`src/hdl/phdlc_pkg.sv`:
```
// ---------------------------------------------------------------------------
// PPP async HDLC deframer package
// Result codes, register map, reset values and shared structs.
// ---------------------------------------------------------------------------
package phdlc_pkg;

   localparam int ByteW   = 8;
   localparam int LenW    = 16;
   localparam int KindW   = 2;
   localparam int CntW    = 2;
   localparam int HeldN   = 3;
   localparam int AddrW   = 4;
   localparam int DataW   = 32;

   // Result kinds
   localparam logic [KindW-1:0] KIND_PAYLOAD = 2'd0;
   localparam logic [KindW-1:0] KIND_ESC_ERR = 2'd1;
   localparam logic [KindW-1:0] KIND_OVERRUN = 2'd2;

   // Register indexes (word address)
   localparam logic [AddrW-3:0] REG_FLAG    = 2'd0;
   localparam logic [AddrW-3:0] REG_ESCAPE  = 2'd1;
   localparam logic [AddrW-3:0] REG_MASK    = 2'd2;
   localparam logic [AddrW-3:0] REG_MAX_LEN = 2'd3;

   // Reset values
   localparam logic [ByteW-1:0] RST_FLAG    = 8'd126;
   localparam logic [ByteW-1:0] RST_ESCAPE  = 8'd125;
   localparam logic [ByteW-1:0] RST_MASK    = 8'd32;
   localparam logic [LenW-1:0]  RST_MAX_LEN = 16'd4096;

   typedef struct packed {
      logic [ByteW-1:0] flag_value;
      logic [ByteW-1:0] escape_value;
      logic [ByteW-1:0] unescape_mask;
      logic [LenW-1:0]  max_frame_len;
   } cfg_type;

   typedef struct packed {
      logic [KindW-1:0] out_kind;
      logic [ByteW-1:0] payload_byte;
      logic             last_of_frame;
   } result_type;

endpackage

```
`src/hdl/phdlc_if.sv`:
```
// ---------------------------------------------------------------------------
// PPP async HDLC deframer channels
// Valid/ready channels for received bytes and for deframed results.
// ---------------------------------------------------------------------------
interface phdlc_req_if;
   logic       valid;
   logic       ready;
   logic [7:0] rx_byte;

   modport source (output valid, output rx_byte, input ready);
   modport sink (input valid, input rx_byte, output ready);
endinterface

interface phdlc_rsp_if;
   logic       valid;
   logic       ready;
   logic [1:0] out_kind;
   logic [7:0] payload_byte;
   logic       last_of_frame;

   modport source (output valid, output out_kind, output payload_byte,
                   output last_of_frame, input ready);
   modport sink (input valid, input out_kind, input payload_byte,
                 input last_of_frame, output ready);
endinterface

```
`src/hdl/phdlc_csr.sv`:
```
// ---------------------------------------------------------------------------
// PPP async HDLC deframer registers
// APB-style register file holding flag, escape, mask and frame limit.
// ---------------------------------------------------------------------------
module phdlc_csr (
   input  logic                            clock,
   input  logic                            reset,
   input  logic                            psel,
   input  logic                            penable,
   input  logic                            pwrite,
   input  logic [phdlc_pkg::AddrW-1:0]     paddr,
   input  logic [phdlc_pkg::DataW-1:0]     pwdata,
   output logic [phdlc_pkg::DataW-1:0]     prdata,
   output logic                            pready,
   output phdlc_pkg::cfg_type              cfg
);

   phdlc_pkg::cfg_type cfg_ff, cfg_in;
   logic               wr_en;
   logic [phdlc_pkg::AddrW-3:0] reg_sel;

   assign pready  = 1'b1;
   assign wr_en   = psel && penable && pwrite;
   assign reg_sel = paddr[phdlc_pkg::AddrW-1:2];
   assign cfg     = cfg_ff;

   always_comb begin
      cfg_in = cfg_ff;
      if (wr_en) begin
         unique case (reg_sel)
            phdlc_pkg::REG_FLAG:    cfg_in.flag_value    = pwdata[phdlc_pkg::ByteW-1:0];
            phdlc_pkg::REG_ESCAPE:  cfg_in.escape_value  = pwdata[phdlc_pkg::ByteW-1:0];
            phdlc_pkg::REG_MASK:    cfg_in.unescape_mask = pwdata[phdlc_pkg::ByteW-1:0];
            phdlc_pkg::REG_MAX_LEN: cfg_in.max_frame_len = pwdata[phdlc_pkg::LenW-1:0];
            default: ;
         endcase
      end
   end

   always_comb begin
      unique case (reg_sel)
         phdlc_pkg::REG_FLAG:    prdata = {24'd0, cfg_ff.flag_value};
         phdlc_pkg::REG_ESCAPE:  prdata = {24'd0, cfg_ff.escape_value};
         phdlc_pkg::REG_MASK:    prdata = {24'd0, cfg_ff.unescape_mask};
         phdlc_pkg::REG_MAX_LEN: prdata = {16'd0, cfg_ff.max_frame_len};
         default:                prdata = '0;
      endcase
   end

   always_ff @(posedge clock) begin
      if (reset) begin
         cfg_ff.flag_value    <= phdlc_pkg::RST_FLAG;
         cfg_ff.escape_value  <= phdlc_pkg::RST_ESCAPE;
         cfg_ff.unescape_mask <= phdlc_pkg::RST_MASK;
         cfg_ff.max_frame_len <= phdlc_pkg::RST_MAX_LEN;
      end else begin
         cfg_ff <= cfg_in;
      end
   end

endmodule

```
`src/hdl/phdlc_core.sv`:
```
// ---------------------------------------------------------------------------
// PPP async HDLC deframer datapath
// Input register, unstuffing and FCS hold-back logic, result register.
// ---------------------------------------------------------------------------
module phdlc_core (
   input  logic                          clock,
   input  logic                          reset,
   input  phdlc_pkg::cfg_type            cfg,
   input  logic                          in_valid,
   output logic                          in_ready,
   input  logic [phdlc_pkg::ByteW-1:0]   in_byte,
   output logic                          out_valid,
   input  logic                          out_ready,
   output phdlc_pkg::result_type         out_data
);

   logic                          s1_valid_ff, s1_valid_in;
   logic [phdlc_pkg::ByteW-1:0]   s1_byte_ff;
   logic                          s1_go;

   logic                          esc_ff, esc_in;
   logic [phdlc_pkg::ByteW-1:0]   held_ff [phdlc_pkg::HeldN];
   logic [phdlc_pkg::ByteW-1:0]   held_in [phdlc_pkg::HeldN];
   logic [phdlc_pkg::CntW-1:0]    cnt_ff, cnt_in;
   logic [phdlc_pkg::LenW-1:0]    len_ff, len_in;

   logic                          out_valid_ff, out_valid_in;
   phdlc_pkg::result_type         out_ff, out_in;

   logic                          emit;
   phdlc_pkg::result_type         res;
   logic [phdlc_pkg::ByteW-1:0]   data;

   // Stage 1 moves on whenever the result register is free or draining.
   assign s1_go     = s1_valid_ff && (!out_valid_ff || out_ready);
   assign in_ready  = !s1_valid_ff || s1_go;
   assign out_valid = out_valid_ff;
   assign out_data  = out_ff;
   assign data      = esc_ff ? (s1_byte_ff ^ cfg.unescape_mask) : s1_byte_ff;

   always_comb begin
      esc_in  = esc_ff;
      held_in = held_ff;
      cnt_in  = cnt_ff;
      len_in  = len_ff;
      emit    = 1'b0;
      res.out_kind      = phdlc_pkg::KIND_PAYLOAD;
      res.payload_byte  = '0;
      res.last_of_frame = 1'b0;

      if (s1_go) begin
         if (s1_byte_ff == cfg.flag_value) begin
            esc_in = 1'b0;
            cnt_in = '0;
            len_in = '0;
            if (esc_ff) begin
               emit         = 1'b1;
               res.out_kind = phdlc_pkg::KIND_ESC_ERR;
            end else if (cnt_ff == 2'd1 || cnt_ff == 2'd3) begin
               // Release the oldest held byte as the frame's last: the byte ahead of the two FCS bytes, or a lone byte.
               emit              = 1'b1;
               res.payload_byte  = held_ff[0];
               res.last_of_frame = 1'b1;
            end
         end else if (s1_byte_ff == cfg.escape_value) begin
            esc_in = 1'b1;
         end else begin
            esc_in = 1'b0;
            if (len_ff >= cfg.max_frame_len) begin
               cnt_in       = '0;
               len_in       = '0;
               emit         = 1'b1;
               res.out_kind = phdlc_pkg::KIND_OVERRUN;
            end else begin
               len_in = len_ff + 16'd1;
               case (cnt_ff)
                  2'd0: begin
                     held_in[0] = data;
                     cnt_in     = 2'd1;
                  end
                  2'd1: begin
                     held_in[1] = data;
                     cnt_in     = 2'd2;
                  end
                  2'd2: begin
                     held_in[2] = data;
                     cnt_in     = 2'd3;
                  end
                  default: begin
                     // Push out the oldest held byte.
                     emit             = 1'b1;
                     res.payload_byte = held_ff[0];
                     held_in[0]       = held_ff[1];
                     held_in[1]       = held_ff[2];
                     held_in[2]       = data;
                  end
               endcase
            end
         end
      end
   end

   always_comb begin
      s1_valid_in  = (s1_valid_ff && !s1_go) || in_valid;
      out_valid_in = out_valid_ff && !out_ready;
      out_in       = out_ff;
      if (s1_go && emit) begin
         out_valid_in = 1'b1;
         out_in       = res;
      end
   end

   always_ff @(posedge clock) begin
      if (reset) begin
         s1_valid_ff  <= 1'b0;
         out_valid_ff <= 1'b0;
         esc_ff       <= 1'b0;
         cnt_ff       <= '0;
         len_ff       <= '0;
      end else begin
         s1_valid_ff  <= s1_valid_in;
         out_valid_ff <= out_valid_in;
         esc_ff       <= esc_in;
         cnt_ff       <= cnt_in;
         len_ff       <= len_in;
      end
   end

   always_ff @(posedge clock) begin
      if (in_valid && in_ready) begin
         s1_byte_ff <= in_byte;
      end
      held_ff <= held_in;
      out_ff  <= out_in;
   end

endmodule

```
`src/hdl/ppp_async_hdlc_deframer_unit.sv`:
```
// ---------------------------------------------------------------------------
// PPP async HDLC deframer
// Byte unstuffing and FCS removal for a PPP async HDLC receive stream.
// ---------------------------------------------------------------------------
//  channel   dir   handshake        payload
//  req       in    valid / ready    rx_byte
//  rsp       out   valid / ready    out_kind, payload_byte, last_of_frame
//  csr       in    APB write/read   flag, escape, mask, max frame length
//
//  One byte per cycle sustained while the result side is ready.
//  Latency is set by the input register and the result register.
//  Synchronous reset clears frame state; registers return to defaults.
//  A stalled result holds; one more byte waits in the input register.
// ---------------------------------------------------------------------------
module ppp_async_hdlc_deframer_unit (
   input  logic                          clock,
   input  logic                          reset,
   phdlc_req_if.sink                     req,
   phdlc_rsp_if.source                   rsp,
   input  logic                          psel,
   input  logic                          penable,
   input  logic                          pwrite,
   input  logic [phdlc_pkg::AddrW-1:0]   paddr,
   input  logic [phdlc_pkg::DataW-1:0]   pwdata,
   output logic [phdlc_pkg::DataW-1:0]   prdata,
   output logic                          pready
);

   phdlc_pkg::cfg_type    cfg;
   phdlc_pkg::result_type result;

   phdlc_csr u_phdlc_csr (
      .clock   (clock),
      .reset   (reset),
      .psel    (psel),
      .penable (penable),
      .pwrite  (pwrite),
      .paddr   (paddr),
      .pwdata  (pwdata),
      .prdata  (prdata),
      .pready  (pready),
      .cfg     (cfg)
   );

   phdlc_core u_phdlc_core (
      .clock     (clock),
      .reset     (reset),
      .cfg       (cfg),
      .in_valid  (req.valid),
      .in_ready  (req.ready),
      .in_byte   (req.rx_byte),
      .out_valid (rsp.valid),
      .out_ready (rsp.ready),
      .out_data  (result)
   );

   assign rsp.out_kind      = result.out_kind;
   assign rsp.payload_byte  = result.payload_byte;
   assign rsp.last_of_frame = result.last_of_frame;

endmodule

```
`src/flat_wrapper.sv`:
```
// flat-port wrapper written by rule: the top's interface ports become plain ports
module ppp_async_hdlc_deframer_unit_flat 
  (clock, reset, psel, penable, pwrite, paddr, pwdata, prdata, pready, req_valid, req_rx_byte, req_ready, rsp_valid, rsp_out_kind, rsp_payload_byte, rsp_last_of_frame, rsp_ready);
  phdlc_req_if req_i ();
  phdlc_rsp_if rsp_i ();
  input  logic clock;
  input  logic reset;
  input  logic psel;
  input  logic penable;
  input  logic pwrite;
  input  logic [phdlc_pkg::AddrW-1:0] paddr;
  input  logic [phdlc_pkg::DataW-1:0] pwdata;
  output logic [phdlc_pkg::DataW-1:0] prdata;
  output logic pready;
  input wire logic [$bits(req_i.valid)-1:0] req_valid;
  input wire logic [$bits(req_i.rx_byte)-1:0] req_rx_byte;
  output wire logic [$bits(req_i.ready)-1:0] req_ready;
  output wire logic [$bits(rsp_i.valid)-1:0] rsp_valid;
  output wire logic [$bits(rsp_i.out_kind)-1:0] rsp_out_kind;
  output wire logic [$bits(rsp_i.payload_byte)-1:0] rsp_payload_byte;
  output wire logic [$bits(rsp_i.last_of_frame)-1:0] rsp_last_of_frame;
  input wire logic [$bits(rsp_i.ready)-1:0] rsp_ready;
  assign req_i.valid = req_valid;
  assign req_i.rx_byte = req_rx_byte;
  assign req_ready = req_i.ready;
  assign rsp_valid = rsp_i.valid;
  assign rsp_out_kind = rsp_i.out_kind;
  assign rsp_payload_byte = rsp_i.payload_byte;
  assign rsp_last_of_frame = rsp_i.last_of_frame;
  assign rsp_i.ready = rsp_ready;
  ppp_async_hdlc_deframer_unit u_core (.clock(clock), .reset(reset), .req(req_i), .rsp(rsp_i), .psel(psel), .penable(penable), .pwrite(pwrite), .paddr(paddr), .pwdata(pwdata), .prdata(prdata), .pready(pready));
endmodule
```
`config.mk`:
```
export PLATFORM = sky130hd
export DESIGN_NAME = ppp_async_hdlc_deframer_unit_flat
export DESIGN_NICKNAME = d
export VERILOG_FILES = /design/src/hdl/phdlc_pkg.sv /design/src/hdl/phdlc_if.sv /design/src/hdl/phdlc_csr.sv /design/src/hdl/phdlc_core.sv /design/src/hdl/ppp_async_hdlc_deframer_unit.sv /design/src/flat_wrapper.sv
export SDC_FILE = /design/constraint.sdc
export NUM_CORES = 1
export LEC_CHECK = 0
export BUFFER_PORTS_ARGS = -buffer_cell sky130_fd_sc_hd__buf_2
export CAP_MARGIN = 10
export CORE_ASPECT_RATIO = 0.9
export CORE_MARGIN = 3
export CORE_UTILIZATION = 60
export CTS_BUF_LIST = sky130_fd_sc_hd__clkbuf_8 sky130_fd_sc_hd__clkbuf_16
export DETAILED_ROUTE_END_ITERATION = 6
export GPL_TIMING_DRIVEN = 0
export PLACE_DENSITY = 0.95
export RECOVER_POWER = 50
export SETUP_SLACK_MARGIN = 0.5
export SYNTH_ARGS = -nofsm -noshare
export SYNTH_HDL_FRONTEND = slang
export SYNTH_SLANG_ARGS = --single-unit
export TNS_END_PERCENT = 5
```
`constraint.sdc`:
```
create_clock -name clock -period 5.4 [get_ports clock]
set_input_delay 1.08 -clock clock [delete_from_list [all_inputs] [get_ports clock]]
set_output_delay 1.08 -clock clock [all_outputs]
set_load 0.01 [all_outputs]
```
# Yosys cells after proc, flatten, opt, wreduce, memory -nomap -nowiden
# Cells that the tools add are included.
# classes
addsub	1
magnitude_cmp	1
eq_ne	9
mux	29
bitwise	8
n_reduce_logical	32
# ops
op	count
32-bit case mux with 4 select lines	1
16-bit two-way mux	3
8-bit case mux with 2 select lines	2
8-bit two-way mux	3
10-bit two-way mux	2
9-bit two-way mux	2
16-bit by 1-bit adder with 16-bit output, second input constant	1
8-bit equality test	2
16-bit >= comparator	1
5-bit AND reduction	3
1-bit two-way mux	11
2-bit AND reduction	5
2-bit equality test, second input constant	4
2-bit two-way mux	4
8-bit XOR	1
1-bit logical AND	7
1-bit NOT	7
2-bit case mux with 3 select lines	1
2-bit OR reduction	3
3-bit OR reduction	2
5-bit nonzero test	1
2-bit by 1-bit equality test with 1-bit output, second input constant	2
1-bit logical NOT	4
2-bit logical NOT	2
3 further kinds	6
# totals
reg_bits	104
input_bits	51
out_inout_bits	46
wordCells	96

# Longest topological paths before layout
# logic_depth
ltp_word	9
ltp_mapped	10
ltp_nobuf	8

# By module
# A second synthesis with hierarchy kept.
# unflattened
cells_unflattened	581
area_unflattened_um2	5596.6
# by_module_without_submodules
mod	n_inst	cells_each	area_per_inst_um2	seq_area_each_um2
phdlc_core	1	361	3492.1	1711.6
phdlc_csr	1	220	2104.5	800.8

# Worst setup path after synthesis
# OpenSTA, ideal clock, no wires.
# synth_path
kind	input port to output port
from	in paddr[3] in the netlist's numbering
to	out prdata[7] in the netlist's numbering
arrival_ns	2.444
required_ns	4.320
slack_ns	1.876
path_stages	3
path_buffers	2
cell_sequence	clkbuf_1 -> clkbuf_1 -> mux4_2
# synth_via
elab_chain_cells	2
word_cells_on_any_way	5
cone_classes	3 x eq/ne; 1 x mux; 1 x reduce/logical
# synth_lines
item	line_no	source
start, declared	flat_wrapper.sv:11	input logic [phdlc_pkg::AddrW-1:0] paddr;
2-bit equality test (tied with other cells)	phdlc_csr.sv:41	unique case (reg_sel)
32-bit case mux with 4 select lines (*)	phdlc_csr.sv:41	
end, declared	flat_wrapper.sv:13	output logic [phdlc_pkg::DataW-1:0] prdata;
# Every way passes the cells marked *; elsewhere a longest branch is shown, timed or not. The select of a mux whose other input is x is not followed.

# Final worst setup path
# layout_path
from	reg u_core.u_phdlc_core.len_ff[0] in the netlist's numbering
to	reg u_core.u_phdlc_core.held_ff[12] in the netlist's numbering, enable pin
# layout_via
elab_chain_cells	3
# layout_lines
item	line_no	source
start, declared	phdlc_core.sv:25	logic [phdlc_pkg::LenW-1:0] len_ff, len_in;
start signal, assigned	phdlc_core.sv:125	len_ff <= len_in;
16-bit >= comparator	phdlc_core.sv:69	if (len_ff >= cfg.max_frame_len) begin
1-bit NOT (no line)	n/a	
5-bit AND reduction (no line)	n/a	
end signal, assigned	phdlc_core.sv:133	held_ff <= held_in;
end, declared	phdlc_core.sv:22	logic [phdlc_pkg::ByteW-1:0] held_ff [phdlc_pkg::HeldN];
# Every way passes these cells.
# A chain may end at the register's enable or synchronous reset.

==> metrics.cfg <==
[power]
ir_worst_vdd_mv = 0.182
power_density_nw_per_um2 = 258
power.total_mw = 1.54
p_leak_nw = 2.21

[synth]
synthArstFlopShare = 0
synth_edf_count = 43
netlist_area_um2 = 5310
ys_seq_area_frac = 0.473
synth_ff_type = dfxtp_1
synth_cells = 558
synth_top_family_by_area = simple AND/OR/NAND/NOR gates
synth_fa_ha_area_frac = 0.0542
yosys.area_share.simple = 0.192
synth.distinct_cells = 49
yosysTopAreaCellShare = 0.243
synth_area_leaders = edfxtp_1 24%, dfxtp_1 23%, nand2_1 6.0%
syn_area_per_cell_um2 = 9.52
yosysWarnings = 0
ys_ff_latch = 104
yosysTopAreaCell = edfxtp_1
synth_xor_area_frac = 0.0429
synth_compound_area_frac = 0.103
synthMuxAreaShare = 0.0641

[setup_path]
cp_num_buf_inv = 3
critical_path.max_stage_delay_ps = 880
required_ps = 5400
crit_family = simple AND/OR/NAND/NOR gates
arrival_ps = 4190
crit_top_cell = clkbuf_1
cp-end-kind = flip-flop
crit_slowest_cell = nor3_1
crit_path_cell_trace = inv_1 -> ha_1 -> nand2b_1 -> a2111o_1 -> a31oi_1 -> and3_1 -> clkbuf_1 -> clkbuf_1 -> nand2_1 -> nor3_1
start_kind = flip-flop
critical_path_class = reg -> reg
path_max_fanout = 10

[floorplanning]
rows = 31
dieArea_um2 = 10000
initial_core_util = 0.637
core-area_um2 = 8340
die_w_um = 105
chipHeight_um = 95.3
ios = 97

[global_routing]
grt-ovfl-total = 0
grt_pass1_vias = 4334
grt_max_degree = 19
grt.total_usage = 0.270
antenna_found_initial = 0
grt_pass1_wl_um = 21200

[route]
finalWirelength_um = 13400
route.detailed.wl_per_inst_um = 17.5
via_per_inst = 6.05
drtPass1Iterations = 6
antenna_left = 0
drt-initial-drc-count = 543
drc = 0
vias = 4619

[placed_design]
dp_slack_ps = 1320
place.gp.congestion = 0.902
dp_hpwl_um = 9740
io_buffers = 60

[status]
run_status = finished, violations left
violations = capacitance limit, slew limit

[layout]
layout.nets = 718
drive_above_1_share = 0.146
syn2layout_area_growth_pct = 12.6
n_antenna_cell = 0
n_fill_cell = 585
finish.utilization = 0.717

[clock_network]
insertion_delay_ps = 380
cts_setup_buffers = 0
hold_buffers = 0
clkSinkCount = 104
ctsResizeCount = 0
cts_buffers = 9
path_clk_slew_ps = 100
htree_levels = 3
cts.path.max_buffers = 2
cts_root_buf = clkbuf_8
cts_tree = built

[worst_hold_path]
hold_path_class = reg -> reg

[sta]
tns_ps = 0
setup_viol_count_final = 0
fin_crit_sh = 0.776
max_freq_ghz = 0.239
whs_ps = 467
slew_viol_final = 22
finClkSkew_ps = 12.2
finalWorstSetupSlack_ps = 1210
tightest_slew_ps = 1680
finalHoldViolCount = 0
grt_setup_unrepaired = no
relSlewSlack = -0.129
min_period_ps = 4190

[flow_run]
drv_cap = 2

==> report_power, final <==
part           internal (mW)  leakage, nW  switching [mW]  total [mW]
combinational         0.0568         1.22          0.0991       0.156
sequential             0.841        0.875          0.0154       0.857
clock                  0.254        0.121           0.277       0.532
total                   1.15         2.21           0.392        1.54
==> cells in the mapped netlist (2+ instances only) <==
master	count
nand2_1	85
dfxtp_1	61
a21oi_1	53
edfxtp_1	43
nor2_1	43
inv_1	34
nand3_1	30
xor2_1	24
ha_1	23
buf_4	21
clkbuf_1	17
mux2i_1	16
and2_1	11
nand4_1	11
a31oi_1	8
mux4_2	8
nor3_1	8
o211ai_1	6
and3_1	5
nor4_1	4
o21ai_0	4
buf_1	3
nor2b_1	3
o32ai_1	3
a311oi_1	2
a32oi_1	2
conb_1	2
nand2b_1	2
nand4b_1	2
nor4_2	2
o21a_1	2
or4_1	2
xnor2_1	2
==> logic make-up after synthesis <==
family	after synthesis
adder cells (fa/ha/maj)	23
buffers and inverters	77
multiplexers	24
other	2
AO/OA/AOI/OAI	87
flip-flops	104
AND/OR/NAND/NOR	215
XOR/XNOR	26
==> per-layer routing <==
metal / vias to the layer above / part of all wire / GRT usage / routed length (um)
met4: 0 / 0.040 / 0.123 / 532
met1: 2119 / 0.37 / 0.335 / 5000
met3: 57 / 0.11 / 0.0508 / 1460
met5: - / 0 / 0 / 0
met2: 361 / 0.48 / 0.463 / 6370
li1: 2082 / - / - / -
==> flip-flops by register name, summed over array words and instances (netlist names) <==
register	flops
u_core.u_phdlc_core.cnt_ff	2
u_core.u_phdlc_core.held_ff	24
u_core.u_phdlc_core.s1_byte_ff	8
u_core.u_phdlc_core.out_valid	1
u_core.u_phdlc_csr.cfg	40
u_core.u_phdlc_core.s1_valid_ff	1
u_core.u_phdlc_core.esc_ff	1
u_core.u_phdlc_core.out_data	11
u_core.u_phdlc_core.len_ff	16
==> worst min-delay path: stages (launching register included) <==
cell and delay (ps):
dfxtp_1 330, nand2_1 50, a21oi_1 50
==> metrics by stage <==
| step | cells | instance area, um^2 |
|---|---|---|
| after floorplan | 573 | 5370 |
| after global placement | 748 | 5810 |
| after detailed placement | 748 | 5820 |
| after CTS | 764 | 6050 |
| after global routing | 764 | 5980 |
| final | 764 | 5980 |
==> final cells by class <==
cell class              count  area (um^2)  area share
flip-flops and latches    104         2510       0.420
multi-input cells         392         2450       0.410
repair buffers             60          283      0.0473
plain buffers              42          233      0.0389
clock buffers              12          199      0.0333
well taps                 115          144      0.0241
inverters                  35          131      0.0220
clock inverters             4         27.5     0.00460
==> cells in the final DEF (no fill, tap or decap), drive strengths merged, types with 16 or more instances in the layout <==
| master | synthesis | routed |
|---|---|---|
| ha | 23 | 23 |
| xor2 | 24 | 24 |
| nand2 | 85 | 85 |
| nor2 | 43 | 43 |
| conb | 2 | 17 |
| nand3 | 31 | 31 |
| a21oi | 54 | 54 |
| mux2i | 16 | 16 |
| edfxtp | 43 | 43 |
| dfxtp | 61 | 61 |
| clkbuf | 17 | 47 |
| inv | 34 | 38 |
| buf | 25 | 67 |
==> path summary, 6_finish.rpt <==
check / start / end / slack [ps] / cells past startpoint
setup / recovery: u_core.u_phdlc_core.len_ff[0] / u_core.u_phdlc_core.held_ff[12] / 1210 / 10
hold / removal: u_core.u_phdlc_csr.cfg[15] / u_core.u_phdlc_csr.cfg[15] / 470 / 2
setup reg to reg: u_core.u_phdlc_core.len_ff[0] / u_core.u_phdlc_core.held_ff[12] / 1210 / 10
hold reg to reg: u_core.u_phdlc_csr.cfg[15] / u_core.u_phdlc_csr.cfg[15] / 470 / 2
Power figures use the tool's default switching activity.
